### config.mk
export PLATFORM = sky130hd
export DESIGN_NAME = imu_frame_decode_yaw_unwrap_flat
export DESIGN_NICKNAME = d
export VERILOG_FILES = /design/src/rtl/ifdyu_pkg.sv /design/src/rtl/ifdyu_if.sv /design/src/rtl/ifdyu_assemble.sv /design/src/rtl/ifdyu_unwrap.sv /design/src/rtl/imu_frame_decode_yaw_unwrap.sv /design/src/flat_wrapper.sv
export SDC_FILE = /design/constraint.sdc
export NUM_CORES = 1
export LEC_CHECK = 0
export ABC_AREA = 1
export ABC_CLOCK_PERIOD_IN_PS = 12400
export BUFFER_PORTS_ARGS = -buffer_cell sky130_fd_sc_hd__buf_2
export CAP_MARGIN = 20
export CORE_MARGIN = 2
export CORE_UTILIZATION = 40
export CTS_BUF_LIST = sky130_fd_sc_hd__clkbuf_4 sky130_fd_sc_hd__clkbuf_8 sky130_fd_sc_hd__clkbuf_16
export DETAILED_ROUTE_END_ITERATION = 16
export PLACE_DENSITY_LB_ADDON = 0.1
export SETUP_SLACK_MARGIN = 0.3
export SYNTH_ARGS = -nofsm -noshare
export SYNTH_HDL_FRONTEND = slang
export SYNTH_SLANG_ARGS = --single-unit
export TNS_END_PERCENT = 5
### constraint.sdc
create_clock -name clk -period 12.4 [get_ports clk]
set_input_delay 1.24 -clock clk [delete_from_list [all_inputs] [get_ports clk]]
set_output_delay 1.24 -clock clk [all_outputs]
set_load 0.005 [all_outputs]
### src/rtl/ifdyu_pkg.sv
// shared constants and types for the imu frame decoder with yaw unwrap
// no dependencies; used by every rtl file of the block except the checker

package ifdyu_pkg;

    localparam int FRAME_BYTES = 20;
    localparam int SUM_BYTES   = FRAME_BYTES - 1;
    localparam int WORD_COUNT  = 9;
    localparam int YAW_WORD    = 2;
    localparam int POS_W       = $clog2(FRAME_BYTES + 1);
    localparam int TURN_BITS   = 12;
    localparam int OFFSET_W    = 17;
    localparam int UNWRAP_W    = 32;

    localparam logic signed [15:0] WRAP_LIMIT = 16'sd15000;
    localparam logic signed [UNWRAP_W-1:0] TURN_SPAN = 32'sd36000;
    localparam logic signed [TURN_BITS-1:0] TURN_MAX = {1'b0, {(TURN_BITS-1){1'b1}}};
    localparam logic signed [TURN_BITS-1:0] TURN_MIN = {1'b1, {(TURN_BITS-1){1'b0}}};

    typedef logic [SUM_BYTES-1:0][7:0]  frame_bytes_t;
    typedef logic [WORD_COUNT-1:0][15:0] held_words_t;

    typedef struct packed {
        logic         fire;
        logic         ok;
        frame_bytes_t bytes;
    } frame_evt_t;

endpackage

### src/rtl/ifdyu_if.sv
// channel interfaces: frame bytes in, decoded results out, yaw offset config
// depends on ifdyu_pkg for field widths

interface imu_byte_if;
    logic       valid;
    logic       ready;
    logic [7:0] data_byte;
    logic       frame_start;

    modport source (output valid, output data_byte, output frame_start, input ready);
    modport sink   (input valid, input data_byte, input frame_start, output ready);
endinterface

interface imu_result_if;
    logic               valid;
    logic               ready;
    logic               frame_ok;
    logic signed [15:0] roll;
    logic signed [15:0] pitch;
    logic signed [15:0] yaw;
    logic signed [15:0] roll_speed;
    logic signed [15:0] pitch_speed;
    logic signed [15:0] yaw_speed;
    logic signed [15:0] accel_x;
    logic signed [15:0] accel_y;
    logic signed [15:0] accel_z;
    logic [7:0]         sample_index;
    logic signed [ifdyu_pkg::UNWRAP_W-1:0] unwrapped_yaw;

    modport source (output valid, output frame_ok, output roll, output pitch, output yaw,
                    output roll_speed, output pitch_speed, output yaw_speed, output accel_x,
                    output accel_y, output accel_z, output sample_index,
                    output unwrapped_yaw, input ready);
    modport sink   (input valid, input frame_ok, input roll, input pitch, input yaw,
                    input roll_speed, input pitch_speed, input yaw_speed, input accel_x,
                    input accel_y, input accel_z, input sample_index,
                    input unwrapped_yaw, output ready);
endinterface

interface imu_cfg_if;
    logic                                  valid;
    logic                                  ready;
    logic signed [ifdyu_pkg::OFFSET_W-1:0] yaw_offset;

    modport source (output valid, output yaw_offset, input ready);
    modport sink   (input valid, input yaw_offset, output ready);
endinterface

### src/rtl/ifdyu_assemble.sv
// byte position, running checksum and staging registers for one frame
// depends on ifdyu_pkg

module ifdyu_assemble (
    input  logic                   clk,
    input  logic                   rst_n,
    input  logic                   accept,
    input  logic [7:0]             data_byte,
    input  logic                   frame_start,
    output ifdyu_pkg::frame_evt_t  evt
);
    import ifdyu_pkg::*;

    logic [POS_W-1:0] pos_reg, pos_next, pos_eff;
    logic [7:0]       sum_reg, sum_next, sum_eff;
    frame_bytes_t     staged_reg;
    logic             stage_wr;

    always_comb
    begin
        pos_eff  = frame_start ? '0 : pos_reg;
        sum_eff  = frame_start ? '0 : sum_reg;
        pos_next = pos_reg;
        sum_next = sum_reg;
        stage_wr = 1'b0;
        evt.fire = 1'b0;
        evt.ok   = (sum_eff == data_byte);
        evt.bytes = staged_reg;
        if (accept)
        begin
            pos_next = pos_eff;
            sum_next = sum_eff;
            if (pos_eff < POS_W'(SUM_BYTES))
            begin
                stage_wr = 1'b1;
                sum_next = sum_eff + data_byte;
                pos_next = pos_eff + 1'b1;
            end
            else if (pos_eff == POS_W'(SUM_BYTES))
            begin
                pos_next = POS_W'(FRAME_BYTES);
                evt.fire = 1'b1;
            end
        end
    end

    always_ff @(posedge clk or negedge rst_n)
    begin
        if (!rst_n)
        begin
            pos_reg <= '0;
            sum_reg <= '0;
        end
        else
        begin
            pos_reg <= pos_next;
            sum_reg <= sum_next;
        end
    end

    always_ff @(posedge clk)
    begin
        for (int i = 0; i < SUM_BYTES; i++)
        begin
            if (stage_wr && pos_eff == POS_W'(i))
            begin
                staged_reg[i] <= data_byte;
            end
        end
    end

endmodule

### src/rtl/ifdyu_unwrap.sv
// held values, turn counter and result register
// depends on ifdyu_pkg and the frame event from ifdyu_assemble

module ifdyu_unwrap (
    input  logic                                  clk,
    input  logic                                  rst_n,
    input  ifdyu_pkg::frame_evt_t                 evt,
    input  logic signed [ifdyu_pkg::OFFSET_W-1:0] yaw_offset,
    input  logic                                  out_ready,
    output logic                                  out_valid,
    output logic                                  frame_ok,
    output ifdyu_pkg::held_words_t                held_words,
    output logic [7:0]                            sample_index,
    output logic signed [ifdyu_pkg::UNWRAP_W-1:0] unwrapped_yaw
);
    import ifdyu_pkg::*;

    held_words_t                  held_reg, held_next, frame_words;
    logic [7:0]                   index_reg, index_next;
    logic signed [15:0]           prev_reg, yaw_n;
    logic signed [TURN_BITS-1:0]  turn_reg, turn_next;
    logic signed [UNWRAP_W-1:0]   span_reg, span_next;
    logic signed [UNWRAP_W-1:0]   unwrap_reg, unwrap_next;
    logic                         valid_reg, ok_reg;
    logic                         wrap_up, wrap_dn;

    always_comb
    begin
        for (int i = 0; i < WORD_COUNT; i++)
        begin
            frame_words[i] = {evt.bytes[2*i+1], evt.bytes[2*i]};
        end
        held_next  = evt.ok ? frame_words : held_reg;
        index_next = evt.ok ? evt.bytes[SUM_BYTES-1] : index_reg;
        yaw_n      = signed'(held_next[YAW_WORD]);
        wrap_up    = (yaw_n < -WRAP_LIMIT) && (prev_reg > WRAP_LIMIT) && (turn_reg != TURN_MAX);
        wrap_dn    = (yaw_n > WRAP_LIMIT) && (prev_reg < -WRAP_LIMIT) && (turn_reg != TURN_MIN);
        turn_next  = turn_reg;
        span_next  = span_reg;
        if (wrap_up)
        begin
            turn_next = turn_reg + 1'b1;
            span_next = span_reg + TURN_SPAN;
        end
        else if (wrap_dn)
        begin
            turn_next = turn_reg - 1'b1;
            span_next = span_reg - TURN_SPAN;
        end
        unwrap_next = UNWRAP_W'(yaw_n) + span_next + UNWRAP_W'(yaw_offset);
    end

    always_ff @(posedge clk or negedge rst_n)
    begin
        if (!rst_n)
        begin
            held_reg  <= '0;
            index_reg <= '0;
            prev_reg  <= '0;
            turn_reg  <= '0;
            span_reg  <= '0;
            valid_reg <= 1'b0;
        end
        else if (evt.fire)
        begin
            held_reg  <= held_next;
            index_reg <= index_next;
            prev_reg  <= yaw_n;
            turn_reg  <= turn_next;
            span_reg  <= span_next;
            valid_reg <= 1'b1;
        end
        else if (out_ready)
        begin
            valid_reg <= 1'b0;
        end
    end

    always_ff @(posedge clk)
    begin
        if (evt.fire)
        begin
            ok_reg     <= evt.ok;
            unwrap_reg <= unwrap_next;
        end
    end

    assign out_valid     = valid_reg;
    assign frame_ok      = ok_reg;
    assign held_words    = held_reg;
    assign sample_index  = index_reg;
    assign unwrapped_yaw = unwrap_reg;

endmodule

### src/rtl/imu_frame_decode_yaw_unwrap.sv
// top level: imu frame decoder with checksum, held values and yaw unwrap
// depends on ifdyu_pkg, ifdyu_if, ifdyu_assemble, ifdyu_unwrap
//
//   channel   dir   word                                   accepted when
//   byte_ch   in    data_byte, frame_start                 valid & ready
//   result    out   frame_ok, nine words, index, unwrapped valid & ready
//   cfg       in    yaw_offset                             valid & ready
//
// one byte per cycle while byte_ch.ready is high; a frame's result appears in the cycle after its last byte
// the result register is the only buffer: byte_ch.ready drops only while a
// result waits and result.ready is low
// cfg.ready is always high
// rst_n clears position, sum, held values, turn count and offset at once

module imu_frame_decode_yaw_unwrap (
    input  logic         clk,
    input  logic         rst_n,
    imu_byte_if.sink     byte_ch,
    imu_result_if.source result,
    imu_cfg_if.sink      cfg
);
    import ifdyu_pkg::*;

    frame_evt_t                 evt;
    held_words_t                held_words;
    logic                       accept;
    logic signed [OFFSET_W-1:0] offset_reg;

    assign byte_ch.ready = !result.valid || result.ready;
    assign accept        = byte_ch.valid && byte_ch.ready;
    assign cfg.ready     = 1'b1;

    always_ff @(posedge clk or negedge rst_n)
    begin
        if (!rst_n)
        begin
            offset_reg <= '0;
        end
        else if (cfg.valid)
        begin
            offset_reg <= cfg.yaw_offset;
        end
    end

    ifdyu_assemble u_assemble (
        .clk         (clk),
        .rst_n       (rst_n),
        .accept      (accept),
        .data_byte   (byte_ch.data_byte),
        .frame_start (byte_ch.frame_start),
        .evt         (evt)
    );

    ifdyu_unwrap u_unwrap (
        .clk           (clk),
        .rst_n         (rst_n),
        .evt           (evt),
        .yaw_offset    (offset_reg),
        .out_ready     (result.ready),
        .out_valid     (result.valid),
        .frame_ok      (result.frame_ok),
        .held_words    (held_words),
        .sample_index  (result.sample_index),
        .unwrapped_yaw (result.unwrapped_yaw)
    );

    assign result.roll        = signed'(held_words[0]);
    assign result.pitch       = signed'(held_words[1]);
    assign result.yaw         = signed'(held_words[2]);
    assign result.roll_speed  = signed'(held_words[3]);
    assign result.pitch_speed = signed'(held_words[4]);
    assign result.yaw_speed   = signed'(held_words[5]);
    assign result.accel_x     = signed'(held_words[6]);
    assign result.accel_y     = signed'(held_words[7]);
    assign result.accel_z     = signed'(held_words[8]);

endmodule

### src/flat_wrapper.sv
// flat-port wrapper written by rule: the top's interface ports become plain ports
module imu_frame_decode_yaw_unwrap_flat import ifdyu_pkg::*;
  (clk, rst_n, byte_ch_valid, byte_ch_data_byte, byte_ch_frame_start, byte_ch_ready, result_valid, result_frame_ok, result_roll, result_pitch, result_yaw, result_roll_speed, result_pitch_speed, result_yaw_speed, result_accel_x, result_accel_y, result_accel_z, result_sample_index, result_unwrapped_yaw, result_ready, cfg_valid, cfg_yaw_offset, cfg_ready);
  imu_byte_if byte_ch_i ();
  imu_result_if result_i ();
  imu_cfg_if cfg_i ();
  input  logic clk;
  input  logic rst_n;
  input wire logic [$bits(byte_ch_i.valid)-1:0] byte_ch_valid;
  input wire logic [$bits(byte_ch_i.data_byte)-1:0] byte_ch_data_byte;
  input wire logic [$bits(byte_ch_i.frame_start)-1:0] byte_ch_frame_start;
  output wire logic [$bits(byte_ch_i.ready)-1:0] byte_ch_ready;
  output wire logic [$bits(result_i.valid)-1:0] result_valid;
  output wire logic [$bits(result_i.frame_ok)-1:0] result_frame_ok;
  output wire logic [$bits(result_i.roll)-1:0] result_roll;
  output wire logic [$bits(result_i.pitch)-1:0] result_pitch;
  output wire logic [$bits(result_i.yaw)-1:0] result_yaw;
  output wire logic [$bits(result_i.roll_speed)-1:0] result_roll_speed;
  output wire logic [$bits(result_i.pitch_speed)-1:0] result_pitch_speed;
  output wire logic [$bits(result_i.yaw_speed)-1:0] result_yaw_speed;
  output wire logic [$bits(result_i.accel_x)-1:0] result_accel_x;
  output wire logic [$bits(result_i.accel_y)-1:0] result_accel_y;
  output wire logic [$bits(result_i.accel_z)-1:0] result_accel_z;
  output wire logic [$bits(result_i.sample_index)-1:0] result_sample_index;
  output wire logic [$bits(result_i.unwrapped_yaw)-1:0] result_unwrapped_yaw;
  input wire logic [$bits(result_i.ready)-1:0] result_ready;
  input wire logic [$bits(cfg_i.valid)-1:0] cfg_valid;
  input wire logic [$bits(cfg_i.yaw_offset)-1:0] cfg_yaw_offset;
  output wire logic [$bits(cfg_i.ready)-1:0] cfg_ready;
  assign byte_ch_i.valid = byte_ch_valid;
  assign byte_ch_i.data_byte = byte_ch_data_byte;
  assign byte_ch_i.frame_start = byte_ch_frame_start;
  assign byte_ch_ready = byte_ch_i.ready;
  assign result_valid = result_i.valid;
  assign result_frame_ok = result_i.frame_ok;
  assign result_roll = result_i.roll;
  assign result_pitch = result_i.pitch;
  assign result_yaw = result_i.yaw;
  assign result_roll_speed = result_i.roll_speed;
  assign result_pitch_speed = result_i.pitch_speed;
  assign result_yaw_speed = result_i.yaw_speed;
  assign result_accel_x = result_i.accel_x;
  assign result_accel_y = result_i.accel_y;
  assign result_accel_z = result_i.accel_z;
  assign result_sample_index = result_i.sample_index;
  assign result_unwrapped_yaw = result_i.unwrapped_yaw;
  assign result_i.ready = result_ready;
  assign cfg_i.valid = cfg_valid;
  assign cfg_i.yaw_offset = cfg_yaw_offset;
  assign cfg_ready = cfg_i.ready;
  imu_frame_decode_yaw_unwrap u_core (.clk(clk), .rst_n(rst_n), .byte_ch(byte_ch_i), .result(result_i), .cfg(cfg_i));
endmodule
==> summary.md, run 1 <==
| Metric | Value |
|---|---|
| Status | `completed` |
| Tcrit/Tclk final | `approximately three fifths` |
| Sequential fraction of the synthesis area | `between 50% and 60%` |
| Pwr dens | `between 100 and 150 nW/um^2` |
| Hold-fix buffers at CTS | `0` |
| Worst-case clock buffer depth | `3` |
| Post-route ant nets | `0` |
| Die Wd | `between 200 and 250 um` |
| Clk_lat worst skew | `roughly 0.60 ns` |
| FP Rows | `81` |
| Final WL | `55.00 mm` |
| GRT Overall Usage | `about 22%` |
| Number of buffers created by CTS | `46` |
| Critical Path AT | `between 7 and 8 ns` |
| DP HPWL | `about 39 mm` |
| Final number of hold-violating endpoints | `0` |
| Cells after Synth | `between 1500 and 2000` |
| Clock transition at the registers of the reported paths | `~0.06 ns` |
| First-pass GRT wire length | `around 85 mm` |
| Die height | `between 200 and 250 um` |
| Max reg flops | `~150` |
| Final nets | `about 2100` |
| CTS H-tree depth | `2` |
| Vias in the first global route | `approximately 14000` |
| Fill count | `between 4000 and 5000` |
| Layout area overhead | `16.75%` |
| Post-CTS sizing | `0` |
| # DRC | `0` |
| DRT Pass-1 Iters | `5` |
| 1st-iter DRT viols | `980` |
| Yosys cell types | `54` |
| Core area | `between 40000 and 50000 um^2` |
| Critical path capture point type | `flip-flop` |
| Worst Path Max Fanout | `25` |
| Most frequent cells in the layout | `358 x nand2_1, 222 x dfrtp_1, 216 x buf_2` |
| Count of pins over their slew limit | `0` |
| Unrepaired setup endpoints after global routing | `no` |
| VDD IR max | `around 94 uV` |
| Setup TNS | `0 ns` |
| Final setup fails | `0` |
| Fmax | `around 130 MHz` |
| Grt ovf | `0` |
| Storage element area | `roughly 11000 um^2` |
| IO Port Bufs | `roughly 220` |
| Post-CTS Setup Inserts | `0` |
| Die Area | `between 50000 and 60000 um^2` |
| Clock Skews | `0.02669 ns` |
| Io pins | `approximately 220` |
| Hold Crit Class | `flip-flop to flip-flop` |
| Worst hold slack | `between 0.4 and 0.5 ns` |
| Hold path cells | `1` |
| Syn Nets | `1915` |
| CTS sink cnt | `between 400 and 500` |
| Tightest Pin Transition | `~1.2 ns` |
| Startpoint types | `primary input` |
| Placed inst area | `roughly 21000 um^2` |
| Clock root buffer | `clkbuf_16` |
| Crit-path max cell delay | `between 0.5 and 0.6 ns` |
| Cell mode on critical path | `nand2_1` |
| Critical path class | `primary input to flip-flop` |
| Layout cells sized above 1 | `between 20% and 30%` |
| Data required, critical path | `between 10 and 15 ns` |
| Static Leak | `about 11 nW` |
| Tot Pwr | `around 0.0033 W` |
| Most common cell after layout, fill and taps aside | `nand2_1` |
| Wirelength per Cell | `between 20 and 25 um` |
| Via count | `13880` |
| Cell area after layout | `roughly 23000 um^2` |
| Syn. warnings | `0` |
| Tmin final | `roughly 7.6 ns` |
| GPL Wtd Cong | `between 0.9 and 1` |
| Area of the multi-input gates | `7575 um^2` |
| Register-to-Register Path Depth | `35` |
| Relative slew slack | `22.93%` |
| Initial core utilization | `between 40% and 50%` |
| CTS tree | `yes` |
| Synth Register Bits | `approximately 410` |
| Pin count of the biggest net entering global routing | `a little under 100` |
| Synth Cell Area | `approximately 20000 um^2` |
| CP max stage cell | `o21ai_1` |
| MaxCap Viol Count | `0` |
| Initial antenna violation count | `4` |
| Drt via density | `approximately 5.2` |
| Mean Syn Cell Area | `10.90 um^2` |
==> per-layer routing <==
layer  track usage, %  routed length [um]  vias to the layer above
met2            35.52               25760                      306
met3            5.541                3567                       78
li1                 -                   -                     6581
met1            29.70               24340                     6911
met4            6.473                1319                        2
met5                0                  11                        -
==> logic make-up (layout without fill, tap and decap cells) <==
logic type | Yosys count | after routing | share of synthesized area [%]
AND/OR/NAND/NOR | 660 | 660 | 14.52
flip-flops | 407 | 407 | 56.78
buffers and inverters | 220 | 485 | 4.604
AO/OA/AOI/OAI | 212 | 212 | 6.273
multiplexers | 152 | 152 | 8.747
adder cells (fa/ha/maj) | 88 | 88 | 6.509
XOR/XNOR | 56 | 56 | 2.545
other | 1 | 3 | 0.01916
==> cell type report <==
class                   instances  share of cell area (%)
flip-flops and latches        407                   48.63
multi-input cells            1169                   33.16
clock buffers                  63                   5.756
repair buffers                225                   5.093
well taps                     622                   3.407
inverters                     174                   2.859
clock inverters                23                   1.073
diodes                          2                 0.02191
==> worst max-delay path: cells and delay by family <==
| kind | cells | cell delay, ns |
|---|---|---|
| xor+xnor | 2 | 0.39 |
| compound gates | 6 | 1.48 |
| fa+ha+maj | 3 | 0.91 |
| simple gates | 21 | 3.37 |
| buf+inv | 2 | 0.48 |
==> report_power, final <==
group	switching [W]	internal [W]
clock network	0.000575	0.000815
registers	0.0000263	0.00146
logic	0.000313	0.000156
==> through the flow <==
step           worst slack, ns  instances  utilization [%]
2_1_floorplan            6.164       1796                -
3_3_place_gp             4.357       2596            43.71
3_5_place_dp             4.191       2596            43.71
4_1_cts                  4.803       2682            46.92
5_1_grt                  4.185       2683            46.95
6_report                 4.809       2685            46.96
==> Yosys cell counts, drive strengths merged <==
| cell type | number | share of area, % |
|---|---|---|
| nand3 | 79 | 2.0 |
| fa | 23 | 2.4 |
| o211ai | 9 | 0.35 |
| o221ai | 5 | 0.22 |
| o31ai | 3 | 0.12 |
| mux2 | 152 | 8.7 |
| a31oi | 6 | 0.19 |
| nor3 | 21 | 0.54 |
| a21o | 7 | 0.27 |
| nor3b | 1 | 0.038 |
| nand3b | 11 | 0.42 |
| o21ai | 81 | 2.1 |
| buf | 27 | 0.90 |
| or2 | 8 | 0.26 |
| clkbuf | 19 | 0.36 |
| xor2 | 40 | 1.8 |
| conb | 1 | 0.019 |
| nand4 | 27 | 0.86 |
| ha | 65 | 4.2 |
| o311ai | 1 | 0.045 |
| and3 | 2 | 0.064 |
| dfrtp | 222 | 28 |
| and2 | 1 | 0.032 |
| xnor2 | 16 | 0.72 |
| a211oi | 2 | 0.077 |
| o2111ai | 2 | 0.090 |
| o22ai | 8 | 0.26 |
| nor4 | 13 | 0.42 |
| a22oi | 1 | 0.038 |
| a21boi | 5 | 0.19 |
| nand2 | 369 | 7.3 |
| inv | 174 | 3.3 |
| o21a | 2 | 0.077 |
| nor2 | 127 | 2.5 |
| o21bai | 5 | 0.19 |
| or4 | 1 | 0.038 |
| a21oi | 75 | 2.0 |
| edfxtp | 185 | 28 |
==> path summary, 6_finish.rpt <==
path	start	slack [ns]	end
setup / recovery	byte_ch_data_byte[2]	4.81	u_core.u_unwrap.unwrapped_yaw[29]$_DFFE_PP_
hold / removal	u_core.u_assemble.evt[30]$_DFFE_PP_	0.47	u_core.u_unwrap.held_words[30]$_DFFE_PN0P_
setup reg to reg	u_core.u_assemble.sum_reg[3]$_DFFE_PN0P_	5.44	u_core.u_unwrap.unwrapped_yaw[29]$_DFFE_PP_
hold reg to reg	u_core.u_assemble.evt[30]$_DFFE_PP_	0.47	u_core.u_unwrap.held_words[30]$_DFFE_PN0P_
max in group asynchronous	rst_n	9.39	u_core.u_unwrap.held_words[103]$_DFFE_PN0P_
min in group asynchronous	rst_n	0.71	u_core.offset_reg[0]$_DFFE_PN0P_
Power figures use the tool's default switching activity.
==> run 2: changes to the inputs <==
--- a/config.mk
+++ b/config.mk
@@ -6,7 +6,7 @@
 export NUM_CORES = 1
 export LEC_CHECK = 0
 export ABC_AREA = 1
-export ABC_CLOCK_PERIOD_IN_PS = 12400
+export ABC_CLOCK_PERIOD_IN_PS = 6400
 export BUFFER_PORTS_ARGS = -buffer_cell sky130_fd_sc_hd__buf_2
 export CAP_MARGIN = 20
 export CORE_MARGIN = 2
==> constraint.sdc (replaced) <==
create_clock -name clk -period 6.4 [get_ports clk]
set_input_delay 0.64 -clock clk [delete_from_list [all_inputs] [get_ports clk]]
set_output_delay 0.64 -clock clk [all_outputs]
set_load 0.005 [all_outputs]
==> run 2 against run 1 <==
Against the previous run: worst setup slack got worse by 4.1 ns; critical endpoint is now u_core.u_unwrap.unwrapped_yaw[30]$_DFFE_PP_; critical path depth is the same; critical path type is now flip-flop to flip-flop; largest power group unchanged; wire length rose by 2.1%; total power up 97%.
==> summary.md, run 2 (same netlist as run 1, synthesis figures left out) <==
| Metric | Value |
|---|---|
| Status | `completed` |
| Die Area | `50700 um^2 (unchanged)` |
| Final number of hold-violating endpoints | `0 (unchanged)` |
| Pin count of the biggest net entering global routing | `116 (+20%)` |
| MaxCap Viol Count | `0 (unchanged)` |
| Final setup fails | `0 (unchanged)` |
| Placed inst area | `21500 um^2 (+1.1%)` |
| CTS sink cnt | `407 (unchanged)` |
| Tightest Pin Transition | `1.056 ns (-0.09570 ns)` |
| DP HPWL | `40.13 mm (+2.8%)` |
| IO Port Bufs | `217 (unchanged)` |
| Reg2reg setup slack | `0.73 ns (-4.71 ns)` |
| Most common cell after layout, fill and taps aside | `nand2_1` |
| CTS tree | `yes` |
| Initial core utilization | `40.22% (unchanged)` |
| Unrepaired setup endpoints after global routing | `yes` |
| Drt via density | `5.180 (+0.21%)` |
| VDD IR max | `202.1 uV (+120%)` |
| Pwr dens | `284.1 nW/um^2 (+94%)` |
| Worst-case clock buffer depth | `3 (unchanged)` |
| Die Wd | `225.2 um (unchanged)` |
| Core area | `48650 um^2 (unchanged)` |
| Hold Crit Class | `primary input to async pin` |
| Vias in the first global route | `14200 (-0.24%)` |
| Tcrit/Tclk final | `around 89%` |
| Static Leak | `11.08 nW (+1.5%)` |
| Tot Pwr | `0.006579 W (+97%)` |
| Post-route ant nets | `0 (unchanged)` |
| Critical Path AT | `6.01 ns (-1.92 ns)` |
| First-pass GRT wire length | `86.31 mm (+1.9%)` |
| Via count | `14050 (+1.2%)` |
| Placed insts | `2626 (+1.2%)` |
| Number of buffers created by CTS | `45 (-2.2%)` |
| Critical path capture point type | `flip-flop` |
| Initial antenna violation count | `6 (+2)` |
| 1st-iter DRT viols | `821 (-16%)` |
| Wirelength per Cell | `20.70 um (+1.1%)` |
| Clock transition at the registers of the reported paths | `0.06 ns (about the same)` |
| Relative slew slack | `29.59% (+6.7 points)` |
| Hold-fix buffers at CTS | `0 (unchanged)` |
| CP max stage cell | `fa_1` |
| Clock root buffer | `clkbuf_16` |
| Final setup margin | `0.7303 ns (-4.079 ns)` |
| DRT Pass-1 Iters | `5 (unchanged)` |
| GRT Overall Usage | `22.55% (+0.43 points)` |
| Final WL | `56.15 mm (+2.1%)` |
| GPL Wtd Cong | `0.9357 (+0.59%)` |
| CTS H-tree depth | `2 (unchanged)` |
| Fmax | `between 150 and 200 MHz` |
| Most frequent cells in the layout | `358 x nand2_1, 222 x dfrtp_1, 216 x buf_2` |
| Data required, critical path | `6.74 ns (-5.99 ns)` |
| Grt ovf | `0 (unchanged)` |
| Clk_lat worst skew | `0.59 ns (about the same)` |
| Tmin final | `around 5.7 ns` |
| Count of pins over their slew limit | `0 (unchanged)` |
| FP Rows | `81 (unchanged)` |
| Layout cells sized above 1 | `25.51% (+1.4 points)` |
| Io pins | `219 (unchanged)` |
| Critical path class | `flip-flop to flip-flop` |
| Clock Skews | `0.02539 ns (-0.001305 ns)` |
| Cell area after layout | `23160 um^2 (+1.4%)` |
| Max reg flops | `152 (unchanged)` |
| Place WS | `-0.06147 ns (-4.252 ns)` |
| Die height | `225.2 um (unchanged)` |
| Crit-path max cell delay | `0.46 ns (-0.12 ns)` |
| Register-to-Register Path Depth | `34 (-2.9%)` |
| Worst Path Max Fanout | `21 (-16%)` |
| Final nets | `2172 (+1.4%)` |
| Setup TNS | `0 ns (unchanged)` |
| Startpoint types | `flip-flop` |
| Layout area overhead | `18.34%` |
| Finished Layout Cells | `2712 (+1.0%)` |
| # DRC | `0 (unchanged)` |
-- run 2: changes by cell type in the layout (fill, tap and decap cells not counted), moves of 3 or more --
| cell | previous run | this run |
|---|---|---|
| a21oi_1 | 71 | 68 |
| a21oi_2 | 3 | 6 |
| buf_4 | 7 | 35 |
| clkbuf_4 | 13 | 9 |
| clkbuf_8 | 3 | 8 |
| clkinvlp_4 | 3 | 0 |
-- run 2: through the flow --
| stage | hold slack [ns] | utilization, % |
|---|---|---|
| 5_1_grt | 0.04708 | 47.60 |
| 4_1_cts | 0.03068 | 47.42 |
| 6_report | 0.008053 | 47.60 |
| 2_1_floorplan | 0.3444 | - |
| 3_3_place_gp | 0.4569 | 44.19 |
| 3_5_place_dp | 0.4636 | 44.19 |
-- run 2: worst paths after layout --
| path | from | endpoint |
|---|---|---|
| worst max-delay path | u_core.u_assemble.sum_reg[5]$_DFFE_PN0P_ | u_core.u_unwrap.unwrapped_yaw[30]$_DFFE_PP_ |
| min in group clk | cfg_yaw_offset[14] | u_core.offset_reg[14]$_DFFE_PN0P_ |
| worst min register to register | u_core.u_assemble.evt[3]$_DFFE_PP_ | u_core.u_unwrap.held_words[3]$_DFFE_PN0P_ |
| max in group asynchronous | rst_n | u_core.u_unwrap.held_words[141]$_DFFE_PN0P_ |
| worst min-delay path | rst_n | u_core.u_unwrap.held_words[39]$_DFFE_PN0P_ |
| worst max register to register | u_core.u_assemble.sum_reg[5]$_DFFE_PN0P_ | u_core.u_unwrap.unwrapped_yaw[30]$_DFFE_PP_ |
-- run 2: critical path, delay by kind of cell (launching register included) --
| family | cells | cell delay (ns) |
|---|---|---|
| DFF | 1 | 0.37 |
| and+or+nand+nor | 19 | 2.19 |
| AOI/OAI and AO/OA | 5 | 0.72 |
| xor gates and xnor gates | 1 | 0.15 |
| adders and majority gates | 3 | 1.16 |
| buffers and inverters | 6 | 0.82 |
-- run 2: metal layers --
layer  wire [um]  share of wire [%]  track usage, %  vias to the layer above
li1            -                  -               -                     6656
met1       25350                 45           30.48                     7005
met2       26870                 48           37.35                      307
met3        3061                5.5           5.215                       69
met4         812                1.4           4.358                       10
met5          60               0.11               0                        -
-- run 2: report_power, final --
part | internal [W] | switching (W) | leakage, nW
Sequential | 0.00283 | 0.0000444 | 4.62
Combinational | 0.000327 | 0.000640 | 5.67
Clock | 0.00164 | 0.00110 | 0.792
-- run 2: layout make-up --
cell class	count	area (um^2)
diodes	1	2.502
clock inverters	21	264.0
flip-flops and latches	407	11110
well taps	622	778.2
inverters	174	655.6
clock buffers	62	1304
fillers	4603	25490
multi-input cells	1169	7616
repair buffers	256	1425
-- run 2: what timing repair did --
| item | in CTS | in global routing |
|---|---|---|
| endpoints found under the setup margin | 0 | 12 |
| buffers inserted | 0 | 2 |
| resized for setup | 0 | 16 |
==> run 3: changes to the inputs <==
--- a/config.mk
+++ b/config.mk
@@ -11,7 +11,7 @@
 export CAP_MARGIN = 20
 export CORE_MARGIN = 2
 export CORE_UTILIZATION = 40
-export CTS_BUF_LIST = sky130_fd_sc_hd__clkbuf_4 sky130_fd_sc_hd__clkbuf_8 sky130_fd_sc_hd__clkbuf_16
+export CTS_BUF_LIST = sky130_fd_sc_hd__clkbuf_8
 export DETAILED_ROUTE_END_ITERATION = 16
 export PLACE_DENSITY_LB_ADDON = 0.1
 export SETUP_SLACK_MARGIN = 0.3
==> run 3 against run 2 <==
Against the previous run: final cell count up 2.1%; combinational power up 0.9%; cell area down 0.38%; fmax down 0.81%; flip-flop and latch count unchanged; utilization down 0.18 points; sequential power about the same; global-route usage up 0.29 points; largest cell class unchanged; clock-buffer cell count up 26; total power down 4.9%.
==> summary.md, run 3 (same netlist as run 1, synthesis figures left out) <==
| Metric | Value |
|---|---|
| Status | `completed` |
| Most frequent cells in the layout | `358 x nand2_1, 222 x dfrtp_1, 216 x buf_2` |
| Worst Path Max Fanout | `21 (unchanged)` |
| Hold path cells | `3` |
| Tmin final | `5.716 ns (+0.04609 ns)` |
| Final number of hold-violating endpoints | `0 (unchanged)` |
| Die height | `225.2 um (unchanged)` |
| DP HPWL | `40.13 mm (unchanged)` |
| VDD IR max | `184.6 uV (-8.6%)` |
| Most common cell after layout, fill and taps aside | `nand2_1` |
| IO Port Bufs | `217 (unchanged)` |
| CTS H-tree depth | `3 (+1)` |
| Worst-case clock buffer depth | `3 (unchanged)` |
| Hold Crit Class | `primary input to flip-flop` |
| GRT Overall Usage | `22.84% (+0.29 points)` |
| Layout area overhead | `17.88%` |
| Core area | `48650 um^2 (unchanged)` |
| Drt via density | `5.172 (-0.15%)` |
| Place WS | `-0.06147 ns (unchanged)` |
| MaxCap Viol Count | `0 (unchanged)` |
| Critical Path AT | `6.09 ns (+0.08 ns)` |
| Io pins | `219 (unchanged)` |
| FP Rows | `81 (unchanged)` |
| Pin count of the biggest net entering global routing | `116 (unchanged)` |
| Min-delay src | `cfg_yaw_offset[14]` |
| Clock Skews | `0.02571 ns (+0.0003192 ns)` |
| Register-to-Register Path Depth | `34 (unchanged)` |
| GPL Wtd Cong | `0.9357 (unchanged)` |
| Vias in the first global route | `14560 (+2.5%)` |
| Clock root buffer | `clkbuf_8` |
| Startpoint types | `flip-flop` |
| Final nets | `2203 (+1.4%)` |
| Tcrit/Tclk final | `89.31% (+0.72 points)` |
| Die Wd | `225.2 um (unchanged)` |
| Initial core utilization | `40.22% (unchanged)` |
| Clk_lat worst skew | `0.66 ns (+0.07 ns)` |
| 1st-iter DRT viols | `749 (-8.8%)` |
| Data required, critical path | `6.77 ns (+0.03 ns)` |
| Post-route ant nets | `0 (unchanged)` |
| # DRC | `0 (unchanged)` |
| Number of buffers created by CTS | `74 (+64%)` |
| CP max stage cell | `fa_1` |
| Final setup margin | `0.6842 ns (-0.04609 ns)` |
| Initial antenna violation count | `6 (unchanged)` |
| Final setup fails | `0 (unchanged)` |
| Count of pins over their slew limit | `0 (unchanged)` |
| Critical path capture point type | `flip-flop` |
| First-pass GRT wire length | `87.18 mm (+1.0%)` |
| Tightest Pin Transition | `1.034 ns (-0.02170 ns)` |
| Layout cells sized above 1 | `26.06% (+0.55 points)` |
| Reg2reg setup slack | `0.68 ns (-0.05 ns)` |
| CTS sink cnt | `407 (unchanged)` |
| DRT Pass-1 Iters | `5 (unchanged)` |
| Die Area | `50700 um^2 (unchanged)` |
| Grt ovf | `0 (unchanged)` |
| Wirelength per Cell | `20.58 um (-0.60%)` |
| Static Leak | `11.16 nW (+0.69%)` |
| Reg2reg end | `u_core.u_unwrap.unwrapped_yaw[30]$_DFFE_PP_` |
| Critical path class | `flip-flop to flip-flop` |
| Pwr dens | `271.1 nW/um^2 (-4.6%)` |
| Final WL | `56.97 mm (+1.5%)` |
| Fmax | `175.0 MHz (-0.81%)` |
| Worst-case hold path end point | `u_core.offset_reg[14]$_DFFE_PN0P_` |
| Worst reg2reg path startpoint | `u_core.u_assemble.sum_reg[5]$_DFFE_PN0P_` |
| Clock transition at the registers of the reported paths | `0.06 ns (about the same)` |
| Max reg flops | `152 (unchanged)` |
| Unrepaired setup endpoints after global routing | `yes` |
| Setup TNS | `0 ns (unchanged)` |
| Via count | `14320 (+1.9%)` |
| CTS tree | `yes` |
| Relative slew slack | `31.04% (+1.4 points)` |
| Util after Layout | `47.42% (-0.18 points)` |
| Crit-path max cell delay | `0.47 ns (about the same)` |
-- run 3: changes by cell type in the layout (fill, tap and decap cells not counted), moves of 2 or more --
cell	before	now
clkbuf_16	45	0
inv_16	2	0
inv_1	163	191
clkbuf_4	9	0
clkinv_1	3	5
bufinv_16	5	0
clkinv_2	9	11
clkbuf_8	8	88
clkinv_8	0	2
-- run 3: what timing repair did --
item                       in CTS  in global routing
hold buffers                    1                  0
buffers inserted                0                  3
hold endpoints to repair       66                  0
resized for setup               0                 18
setup endpoints to repair       0                 12
-- run 3: critical path, delay by kind of cell, from the launching register on --
family / cells / cell delay (ns)
adders and majority gates: 3 / 1.17
xor gates and xnor gates: 1 / 0.15
DFF: 1 / 0.37
buffers and inverters: 6 / 0.81
AOI/OAI and AO/OA: 5 / 0.72
and+or+nand+nor: 19 / 2.19
-- run 3: final cells by class --
| cell class | count | area, um^2 |
|---|---|---|
| multi-input cells | 1169 | 7619 |
| inverters | 174 | 655.6 |
| well taps | 622 | 778.2 |
| clock buffers | 88 | 1211 |
| fillers | 4655 | 25580 |
| flip-flops and latches | 407 | 11110 |
| clock inverters | 49 | 244.0 |
| diodes | 1 | 2.502 |
| repair buffers | 258 | 1446 |
-- run 3: how the worst max path moves through the flow --
stage                                                   startpoint                                     endpoint  slack [ns]
after global routing      u_core.u_assemble.sum_reg[3]$_DFFE_PN0P_  u_core.u_unwrap.unwrapped_yaw[29]$_DFFE_PP_        0.23
after global placement                         byte_ch_frame_start  u_core.u_unwrap.unwrapped_yaw[29]$_DFFE_PP_        0.09
after CTS                 u_core.u_assemble.sum_reg[3]$_DFFE_PN0P_  u_core.u_unwrap.unwrapped_yaw[29]$_DFFE_PP_        0.47
after detailed placement                       byte_ch_frame_start  u_core.u_unwrap.unwrapped_yaw[29]$_DFFE_PP_       -0.06
final                     u_core.u_assemble.sum_reg[5]$_DFFE_PN0P_  u_core.u_unwrap.unwrapped_yaw[30]$_DFFE_PP_        0.68
after floorplan                                byte_ch_frame_start  u_core.u_unwrap.unwrapped_yaw[29]$_DFFE_PP_        0.76
-- run 3: where the power goes --
| part | internal (W) | leakage, nW | switching (W) |
|---|---|---|---|
| combinational | 0.000330 | 5.68 | 0.000646 |
| sequential | 0.00283 | 4.62 | 0.0000445 |
| clock | 0.00126 | 0.858 | 0.00114 |
| total | 0.00442 | 11.2 | 0.00183 |
-- run 3: metal layers --
metal	wire (um)	vias up	track usage [%]	part of all wire, %
met5	73	-	0	0.13
met4	1316	10	6.003	2.3
met3	3098	122	5.789	5.4
met2	26930	339	37.40	47
met1	25550	7120	30.28	45
li1	-	6724	-	-
-- run 3: stage by stage --
stage / std cells / power, W / hold slack, ns / cell area, um^2
after floorplan: 1796 / 0.003516 / 0.3444 / 19570
after global placement: 2626 / 0.003881 / 0.4569 / 21500
after detailed placement: 2626 / 0.003873 / 0.4636 / 21500
after CTS: 2764 / 0.006329 / 0.1584 / 22960
after global routing: 2767 / 0.006564 / 0.1788 / 23060
final: 2768 / 0.006254 / 0.2145 / 23070
